===== src/rtl/core/dsd_pkg.sv =====
// ----------------------------------------------------------------------------
// dsd_pkg: shared types and constants for the drink session detector
// Session phase codes, event codes, register indexes and the structs that
// pass between the top level and the per-sample step logic.
// ----------------------------------------------------------------------------
package dsd_pkg;

    localparam int WEIGHT_W = 21;
    localparam int TICK_W   = 32;
    localparam int CFG_W    = 16;

    // Register indexes on the configuration port
    localparam logic [1:0] REG_DWELL   = 2'd0;
    localparam logic [1:0] REG_STOP    = 2'd1;
    localparam logic [1:0] REG_SPLASH  = 2'd2;
    localparam logic [1:0] REG_INTAKE  = 2'd3;

    // Register reset values
    localparam logic [CFG_W-1:0] DWELL_RST  = 16'd5000;
    localparam logic [CFG_W-1:0] STOP_RST   = 16'd3000;
    localparam logic [CFG_W-1:0] SPLASH_RST = 16'd500;
    localparam logic [CFG_W-1:0] INTAKE_RST = 16'd10;

    // Spike count saturates here; reaching it raises the splash fault
    localparam logic [1:0] SPIKE_MAX = 2'd3;

    // Phase codes as seen on the result
    localparam logic [1:0] PHC_IDLE   = 2'd0;
    localparam logic [1:0] PHC_VERIFY = 2'd1;
    localparam logic [1:0] PHC_STABLE = 2'd2;
    localparam logic [1:0] PHC_STOP   = 2'd3;

    // Event codes
    localparam logic [1:0] EV_NONE     = 2'd0;
    localparam logic [1:0] EV_VERIFIED = 2'd1;
    localparam logic [1:0] EV_DRINK    = 2'd2;
    localparam logic [1:0] EV_FAULT    = 2'd3;

    typedef enum logic [3:0] {
        PH_IDLE   = 4'b0001,
        PH_VERIFY = 4'b0010,
        PH_STABLE = 4'b0100,
        PH_STOP   = 4'b1000
    } phase_t;

    typedef struct packed {
        logic [CFG_W-1:0] dwell_ticks;
        logic [CFG_W-1:0] stop_ticks;
        logic [CFG_W-1:0] splash_delta;
        logic [CFG_W-1:0] intake_threshold;
    } cfg_t;

    typedef struct packed {
        logic                       presence;
        logic signed [WEIGHT_W-1:0] weight;
        logic [TICK_W-1:0]          now_tick;
    } sample_t;

    typedef struct packed {
        phase_t                     phase;
        logic [TICK_W-1:0]          deadline;
        logic signed [WEIGHT_W-1:0] start_mass;
        logic [1:0]                 spike_count;
        logic                       fault_flag;
    } state_t;

    typedef struct packed {
        logic [1:0]                 phase;
        logic [1:0]                 event_res;
        logic signed [WEIGHT_W-1:0] begin_weight;
        logic signed [WEIGHT_W-1:0] final_weight;
        logic [WEIGHT_W-1:0]        intake;
        logic                       splash_fault;
    } result_t;

    function automatic logic [1:0] phase_code(input phase_t ph);
        logic [1:0] code;
        case (ph)
            PH_IDLE:   code = PHC_IDLE;
            PH_VERIFY: code = PHC_VERIFY;
            PH_STABLE: code = PHC_STABLE;
            PH_STOP:   code = PHC_STOP;
            default:   code = PHC_IDLE;
        endcase
        return code;
    endfunction

endpackage


===== src/rtl/core/dsd_step.sv =====
// ----------------------------------------------------------------------------
// dsd_step: per-sample session update
// Combinational next state and result for one poll sample.
// ----------------------------------------------------------------------------
module dsd_step (
    input  dsd_pkg::cfg_t    cfg,
    input  dsd_pkg::state_t  st,
    input  dsd_pkg::sample_t smp,
    output dsd_pkg::state_t  st_next,
    output dsd_pkg::result_t res
);

    logic signed [dsd_pkg::WEIGHT_W:0] diff;
    logic [dsd_pkg::WEIGHT_W:0]        mag;
    logic signed [dsd_pkg::WEIGHT_W:0] drop;
    logic [dsd_pkg::TICK_W-1:0]        dl_diff;
    logic                              reached;
    logic                              spike_hit;
    logic                              drop_ok;
    logic [1:0]                        spike_sat;

    assign diff = {smp.weight[dsd_pkg::WEIGHT_W-1], smp.weight}
                - {st.start_mass[dsd_pkg::WEIGHT_W-1], st.start_mass};
    assign mag  = diff[dsd_pkg::WEIGHT_W] ? (~diff + 1'b1) : diff;
    assign spike_hit = mag >= {{(dsd_pkg::WEIGHT_W + 1 - dsd_pkg::CFG_W){1'b0}},
                               cfg.splash_delta};
    assign spike_sat = (st.spike_count == dsd_pkg::SPIKE_MAX)
                     ? st.spike_count : st.spike_count + 2'd1;

    // Positive drop that strictly exceeds the threshold
    assign drop = {st.start_mass[dsd_pkg::WEIGHT_W-1], st.start_mass}
                - {smp.weight[dsd_pkg::WEIGHT_W-1], smp.weight};
    assign drop_ok = !drop[dsd_pkg::WEIGHT_W] && (drop != '0)
                   && (drop[dsd_pkg::WEIGHT_W-1:0]
                       > {{(dsd_pkg::WEIGHT_W - dsd_pkg::CFG_W){1'b0}},
                          cfg.intake_threshold});

    // Wrap-safe: reached when (deadline - now) read signed is <= 0
    assign dl_diff = st.deadline - smp.now_tick;
    assign reached = (dl_diff == '0) || dl_diff[dsd_pkg::TICK_W-1];

    always_comb
    begin
        st_next = st;
        res     = '0;
        case (st.phase)
            dsd_pkg::PH_IDLE:
            begin
                if (smp.presence)
                begin
                    st_next.spike_count = '0;
                    st_next.fault_flag  = 1'b0;
                    st_next.start_mass  = smp.weight;
                    st_next.deadline    = smp.now_tick
                        + {{(dsd_pkg::TICK_W - dsd_pkg::CFG_W){1'b0}}, cfg.dwell_ticks};
                    st_next.phase       = dsd_pkg::PH_VERIFY;
                end
            end
            dsd_pkg::PH_VERIFY:
            begin
                if (!smp.presence)
                begin
                    st_next.phase = dsd_pkg::PH_IDLE;
                end
                else if (spike_hit && (spike_sat == dsd_pkg::SPIKE_MAX))
                begin
                    st_next.spike_count = spike_sat;
                    st_next.start_mass  = smp.weight;
                    st_next.phase       = dsd_pkg::PH_IDLE;
                    st_next.fault_flag  = 1'b1;
                    res.event_res       = dsd_pkg::EV_FAULT;
                end
                else
                begin
                    if (spike_hit)
                    begin
                        st_next.spike_count = spike_sat;
                        st_next.start_mass  = smp.weight;
                    end
                    if (reached)
                    begin
                        res.event_res    = dsd_pkg::EV_VERIFIED;
                        res.begin_weight = st_next.start_mass;
                        st_next.phase    = dsd_pkg::PH_STABLE;
                    end
                end
            end
            dsd_pkg::PH_STABLE:
            begin
                if (!smp.presence)
                begin
                    st_next.deadline = smp.now_tick
                        + {{(dsd_pkg::TICK_W - dsd_pkg::CFG_W){1'b0}}, cfg.stop_ticks};
                    st_next.phase    = dsd_pkg::PH_STOP;
                end
            end
            default:
            begin
                if (smp.presence)
                begin
                    st_next.phase = dsd_pkg::PH_STABLE;
                end
                else if (reached)
                begin
                    st_next.phase = dsd_pkg::PH_IDLE;
                    if (drop_ok)
                    begin
                        res.event_res    = dsd_pkg::EV_DRINK;
                        res.begin_weight = st.start_mass;
                        res.final_weight = smp.weight;
                        res.intake       = drop[dsd_pkg::WEIGHT_W-1:0];
                    end
                end
            end
        endcase
        res.phase        = dsd_pkg::phase_code(st_next.phase);
        res.splash_fault = st_next.fault_flag;
    end

endmodule


===== src/rtl/core/drink_session_detector_top.sv =====
// ----------------------------------------------------------------------------
// drink_session_detector_top: drink session detector
// Watches presence and load-cell samples, tracks a verify/stable/stop
// session and reports verified sessions, intake and splash faults.
// ----------------------------------------------------------------------------
//
//  channel   dir  handshake              payload
//  -------   ---  ---------------------  -------------------------------------
//  s_*       in   s_tvalid / s_tready    presence, weight, now_tick
//  m_*       out  m_tvalid / m_tready    phase, event_res, begin/end weight,
//                                        intake, splash_fault
//  cfg_*     in   cfg_we (no wait)       cfg_index, cfg_data
//
//  Two register stages: a sample register and a result register. A sample
//  is taken into the sample register, then moves into the result register,
//  where its result is shown; one transaction per cycle is sustained while
//  m_tready stays high. The session state updates when a sample moves from
//  the sample register into the result register, so the whole update is one
//  pass of step logic (a 22-bit subtract and compare, a 32-bit deadline
//  add/subtract). A stalled result holds its sample register; the input side
//  keeps taking a transaction while the sample register is empty. rst_n
//  clears the session state and loads register defaults; there is no clearing pass.
//
module drink_session_detector_top (
    input  logic        clk,
    input  logic        rst_n,
    // configuration write port
    input  logic        cfg_we,
    input  logic [1:0]  cfg_index,
    input  logic [15:0] cfg_data,
    // sample stream
    input  logic        s_tvalid,
    output logic        s_tready,
    input  logic [55:0] s_tdata,   // [0] presence, [21:1] weight, [53:22] now_tick
    // result stream
    output logic        m_tvalid,
    input  logic        m_tready,
    output logic [71:0] m_tdata    // [1:0] phase, [3:2] event_res, [24:4] begin_weight,
                                   // [45:25] final_weight, [66:46] intake, [67] splash_fault
);

    dsd_pkg::cfg_t    cfg_reg;
    dsd_pkg::cfg_t    cfg_next;
    dsd_pkg::state_t  st_reg;
    dsd_pkg::state_t  st_next;
    dsd_pkg::sample_t smp_reg;
    dsd_pkg::sample_t smp_in;
    dsd_pkg::result_t res;
    dsd_pkg::result_t res_reg;
    logic             smp_vld_reg;
    logic             smp_vld_next;
    logic             out_vld_reg;
    logic             out_vld_next;
    logic             advance;
    logic             s_take;

    // ------------------------------------------------------------------
    // Configuration registers
    // ------------------------------------------------------------------
    always_comb
    begin
        cfg_next = cfg_reg;
        if (cfg_we)
        begin
            case (cfg_index)
                dsd_pkg::REG_DWELL:  cfg_next.dwell_ticks      = cfg_data;
                dsd_pkg::REG_STOP:   cfg_next.stop_ticks       = cfg_data;
                dsd_pkg::REG_SPLASH: cfg_next.splash_delta     = cfg_data;
                dsd_pkg::REG_INTAKE: cfg_next.intake_threshold = cfg_data;
                default:             cfg_next = cfg_reg;
            endcase
        end
    end

    // ------------------------------------------------------------------
    // Handshake: sample register moves on when the result slot is free
    // or is being drained this cycle.
    // ------------------------------------------------------------------
    assign advance  = smp_vld_reg && (!out_vld_reg || m_tready);
    assign s_tready = !smp_vld_reg || advance;
    assign s_take   = s_tvalid && s_tready;

    assign smp_vld_next = s_take || (smp_vld_reg && !advance);
    assign out_vld_next = advance || (out_vld_reg && !m_tready);

    assign smp_in.presence = s_tdata[0];
    assign smp_in.weight   = s_tdata[21:1];
    assign smp_in.now_tick = s_tdata[53:22];

    dsd_step u_step (
        .cfg     (cfg_reg),
        .st      (st_reg),
        .smp     (smp_reg),
        .st_next (st_next),
        .res     (res)
    );

    always_ff @(posedge clk or negedge rst_n)
    begin
        if (!rst_n)
        begin
            cfg_reg.dwell_ticks      <= dsd_pkg::DWELL_RST;
            cfg_reg.stop_ticks       <= dsd_pkg::STOP_RST;
            cfg_reg.splash_delta     <= dsd_pkg::SPLASH_RST;
            cfg_reg.intake_threshold <= dsd_pkg::INTAKE_RST;
            st_reg.phase             <= dsd_pkg::PH_IDLE;
            st_reg.deadline          <= '0;
            st_reg.start_mass        <= '0;
            st_reg.spike_count       <= '0;
            st_reg.fault_flag        <= 1'b0;
            smp_vld_reg              <= 1'b0;
            out_vld_reg              <= 1'b0;
        end
        else
        begin
            cfg_reg     <= cfg_next;
            smp_vld_reg <= smp_vld_next;
            out_vld_reg <= out_vld_next;
            if (advance)
            begin
                st_reg <= st_next;
            end
        end
    end

    // Payload registers
    always_ff @(posedge clk)
    begin
        if (s_take)
        begin
            smp_reg <= smp_in;
        end
        if (advance)
        begin
            res_reg <= res;
        end
    end

    assign m_tvalid = out_vld_reg;
    assign m_tdata  = {4'b0000,
                       res_reg.splash_fault,
                       res_reg.intake,
                       res_reg.final_weight,
                       res_reg.begin_weight,
                       res_reg.event_res,
                       res_reg.phase};

`ifndef SYNTHESIS
    // A verified session always lands in the stable phase
    assert property (@(posedge clk) disable iff (!rst_n)
        (m_tvalid && res_reg.event_res == dsd_pkg::EV_VERIFIED)
            |-> (res_reg.phase == dsd_pkg::PHC_STABLE))
        else $error("verified event outside stable phase");

    // A splash fault returns to idle with the fault flag set
    assert property (@(posedge clk) disable iff (!rst_n)
        (m_tvalid && res_reg.event_res == dsd_pkg::EV_FAULT)
            |-> (res_reg.splash_fault && res_reg.phase == dsd_pkg::PHC_IDLE))
        else $error("splash fault event without fault flag or idle phase");

    // Reported intake is the start weight minus the end weight
    assert property (@(posedge clk) disable iff (!rst_n)
        (m_tvalid && res_reg.event_res == dsd_pkg::EV_DRINK)
            |-> (res_reg.intake == res_reg.begin_weight - res_reg.final_weight))
        else $error("intake does not match weight drop");

    // Input side only stalls when a sample waits behind a held result
    assert property (@(posedge clk) disable iff (!rst_n)
        !s_tready |-> (smp_vld_reg && m_tvalid && !m_tready))
        else $error("input stalled without a blocked result");

    // Session state only changes when a sample is consumed
    assert property (@(posedge clk) disable iff (!rst_n)
        !$past(advance) |-> $stable(st_reg))
        else $error("session state changed without a sample");
`endif

endmodule


===== config.mk =====
export PLATFORM = sky130hd
export DESIGN_NAME = drink_session_detector_top
export DESIGN_NICKNAME = d
export VERILOG_FILES = /design/src/rtl/core/dsd_pkg.sv /design/src/rtl/core/dsd_step.sv /design/src/rtl/core/drink_session_detector_top.sv
export SDC_FILE = /design/constraint.sdc
export NUM_CORES = 1
export LEC_CHECK = 0
export ABC_CLOCK_PERIOD_IN_PS = 4800
export BUFFER_PORTS_ARGS = -buffer_cell sky130_fd_sc_hd__buf_4
export CORE_MARGIN = 4
export CORE_UTILIZATION = 55
export DETAILED_ROUTE_END_ITERATION = 6
export MAX_ROUTING_LAYER = met4
export PLACE_DENSITY = 0.77
export SYNTH_ARGS = -nofsm -noshare
export SYNTH_HDL_FRONTEND = slang
export SYNTH_SLANG_ARGS = --single-unit

===== constraint.sdc =====
create_clock -name clk -period 4.8 [get_ports clk]
set_clock_uncertainty 0.15 [all_clocks]
set_input_delay 0.24 -clock clk [delete_from_list [all_inputs] [get_ports clk]]
set_output_delay 0.24 -clock clk [all_outputs]
set_load 0.02 [all_outputs]

==> impl_metrics.yaml <==
outcome:
  outcome: "finished with violations"
  violations: "negative setup slack"
setup_path:
  r2r_start: "st_reg[13]$_DFFE_PN0P_"
  end_kind: "register"
  r2r-end: "st_reg[22]$_DFFE_PN0P_"
  cp.required_ns: 5.11
  regToRegSetupSlack_ns: -0.63
  crit_fanout: 5
  start_kind: "register"
  r2r_cells: 23
  path_class: "reg2reg"
  cp_data_arrival_time_ns: 5.74
run:
  maxCapViolCount: 0
global_route:
  grt_usage_pct: 33.6
  grt_max_degree: 71
  grt_pass1_vias: 16700
  grt_antenna_before_repair: 2
  grt-ovfl-total: 0
  grt_pass1_wl_mm: 89.7
cells_and_area:
  final_nets: 2503
  drive_gt1_share_pct: 33.9
  area_delta_synth_final_pct: 38.7
  largest_register_ffs: 68
pwr:
  peakVddDrop_v: 0.000460
  clockPowerShare_pct: 12.7
  power_frac_seq_pct: 18.6
  p_leak_nw: 10.8
  power.internal_mw: 9.54
  p_sw_share_pct: 43.6
  power_frac_comb_pct: 68.7
  powerDensity_mw_per_mm2: 702
  p_switching_mw: 7.38
synthesis:
  syn-cell-area_mm2: 0.0174
  synth_edf_count: 122
  ys_warn_count: 0
  seq_area_frac_synth_pct: 39.4
  avgSynthCellArea_um2: 9.83
  ys_async_sr_fraction_pct: 50.8
  synth_cell_types: 105
  synthCells: 1766
  synthFlopType: "edfxtp_1"
  synth-seq-cells: 248
sta:
  fin_crit_sh_pct: 113
  setup_viol: 95
  finalHoldViolCount: 0
  worst_pin_slew_ns: 1.11
  max_freq_ghz: 0.184
  rsz0062_at_grt: "true"
  slew_viol_final: 0
  timing.final.crit_period_ns: 5.43
  fin_setup_tns_ns: -38.07
  setup_ws_ns: -0.633
  slew_headroom_pct: 25.3
placement:
  io_buffers: 146
  dpl.hpwl_mm: 37.9
  gp_congestion: 0.961
  pre_cts_slack_ns: -1.05
routing:
  initialDrtViolationCount: 1617
  wl_per_cell_um: 21.7
  wl_met3_mm: 4.75
  wl_met2_mm: 27.1
  via_per_inst: 6.14
  vias: 16600
  drtPass1Iterations: 6
  wl_mm: 58.5
  drc: 0
  wl_met1_mm: 24.9
  highest_layer: "met4"
  antenna_left: 0
floorplan:
  dieWidth_um: 186
  start_util_pct: 56.3
  fp.dieH_um: 186
  io_pins: 153
  die_area_mm2: 0.0345
  coreArea_mm2: 0.0308
  rows: 64
cts:
  clkSlewWorstSetupHoldPaths_ns: 0.07
  htree_levels: 1
  clk_path_buf_depth: 3
  cts.sinks: 248
  cts_root_buf: "clkbuf_16"
  cts_buffers: 28
  cts_tree: "built"
  clk_latency_ns: 0.58
min_path:
  whs_endpoint: "cfg_reg[48]$_DFFE_PN0P_"
  hold_start: "cfg_index[1]"
  min_path_type: "in2reg"
  worstHoldPathCells: 4
==> placed cells by master (no fill, tap or decap), types with 24 or more instances in the layout <==
master and n:
a21o_1 37, dlygate4sd3_1 74, clkbuf_16 29, mux2_2 66
buf_4 435, dfrtp_1 105, xnor2_1 53, nand2_1 94
nor2_4 24, mux2i_1 24, nor2b_1 24, inv_1 137
nand3_1 41, edfxtp_1 122, ha_1 123, nor3_1 31
o21ai_0 62, nor2_1 92, a21oi_1 109
==> per-stage QoR <==
step           utilization (%)  hold slack (ns)  power (mW)  instance area (um2)  cells
5_1_grt                   78.1            0.138        17.9                24100   2701
2_1_floorplan                -           -0.206        9.02                17400   1769
4_1_cts                   76.9            0.111        16.0                23700   2691
6_report                  78.1            0.148        16.9                24100   2701
3_3_place_gp              67.4            0.181        12.5                20800   2516
3_5_place_dp              67.4            0.199        12.7                20800   2516
==> synthesized netlist by cell type (15+ instances only) <==
| cell type | n | area, um2 |
|---|---|---|
| a22o_1 | 23 | 201 |
| nor3_1 | 34 | 170 |
| ha_1 | 138 | 1730 |
| inv_1 | 145 | 544 |
| a21oi_1 | 116 | 581 |
| dfstp_2 | 21 | 552 |
| nand3_1 | 41 | 205 |
| a211o_1 | 15 | 131 |
| o21ai_0 | 72 | 360 |
| and3_1 | 21 | 131 |
| a221oi_1 | 18 | 158 |
| mux2_2 | 68 | 766 |
| o211ai_1 | 16 | 120 |
| clkbuf_1 | 42 | 158 |
| xor2_1 | 22 | 193 |
| a31oi_1 | 16 | 100 |
| nand2b_1 | 20 | 125 |
| edfxtp_1 | 122 | 3660 |
| nand2_1 | 96 | 360 |
| a21o_1 | 37 | 278 |
| xnor2_1 | 56 | 490 |
| and2_1 | 27 | 169 |
| or3_1 | 18 | 113 |
| a211oi_1 | 18 | 135 |
| mux2i_1 | 27 | 270 |
| o21a_1 | 23 | 173 |
| nand4_1 | 22 | 138 |
| nor2_1 | 122 | 458 |
| nor2b_1 | 25 | 156 |
| dfrtp_1 | 105 | 2630 |
==> critical path: stages (launching register included) <==
cell	delay, ns
dfrtp_1	0.36
inv_1	0.06
ha_1	0.35
a21oi_1	0.30
o21ai_1	0.22
or3_4	0.41
a222oi_1	0.37
nand4b_1	0.19
or4_4	0.46
nand2_4	0.09
xnor2_2	0.05
ha_1	0.32
nand4_1	0.09
nor2_1	0.07
a221oi_2	0.34
o311ai_4	0.17
a211oi_4	0.22
buf_6	0.14
nand2_4	0.05
buf_6	0.12
o21ai_4	0.21
buf_12	0.16
buf_16	0.14
mux2i_1	0.25
==> routing by layer <==
| layer | vias to the layer above | track usage (%) |
|---|---|---|
| li1 | 7579 | - |
| met4 | 0 | 10.3 |
| met2 | 751 | 52.5 |
| met5 | - | - |
| met3 | 142 | 5.08 |
| met1 | 8111 | 45.8 |
==> layout make-up <==
| class | count | area [um2] |
|---|---|---|
| clock inverter | 6 | 71.3 |
| fill | 1919 | 6740 |
| inverter | 146 | 551 |
| multi-input combinational | 1305 | 10500 |
| tap | 396 | 495 |
| sequential | 248 | 6840 |
| timing repair buffer | 552 | 4740 |
| clock buffer | 46 | 840 |
| antenna | 2 | 5.00 |
==> logic make-up after synthesis <==
family,after synthesis,share of synthesized area [%]
other,1,0.0216
xor gates and xnor gates,78,3.93
adders and majority gates,143,10.5
buffers and inverters,217,5.18
AOI/OAI and AO/OA,493,20.3
DFF,248,39.4
and+or+nand+nor,491,14.7
muxes,95,5.97
==> worst max-delay path by stage <==
stage | startpoint | end | slack [ns] | cells past startpoint
floorplan | st_reg[5]$_DFFE_PN0P_ | m_tdata[10]$_DFFE_PP_ | -0.34 | 22
global placement | smp_reg[38]$_DFFE_PP_ | m_tdata[6]$_DFFE_PP_ | -0.97 | 19
detailed placement | smp_reg[38]$_DFFE_PP_ | m_tdata[4]$_DFFE_PP_ | -1.05 | 19
CTS | st_reg[3]$_DFFE_PN0P_ | m_tdata[19]$_DFFE_PP_ | -0.44 | 22
global route | st_reg[9]$_DFFE_PN0P_ | st_reg[22]$_DFFE_PN0P_ | -0.82 | 24
finish | st_reg[13]$_DFFE_PN0P_ | st_reg[22]$_DFFE_PN0P_ | -0.63 | 23
==> power groups by stage <==
stage	Combinational [mW]	Sequential, mW	Clock, mW
floorplan	5.79	3.23	0
global placement	9.35	3.13	0
detailed placement	9.55	3.15	0
CTS	10.8	3.12	2.16
global route	12.5	3.19	2.27
finish	11.6	3.14	2.15
==> repair_timing <==
action	in CTS	in global routing
endpoints found under the hold margin	168	0
resized for setup	154	74
pin swaps	33	44
setup endpoints to repair	95	103
hold buffers	74	0
cloned	12	0
setup buffers	40	17
Note: power is estimated with default switching activity, not from simulation.
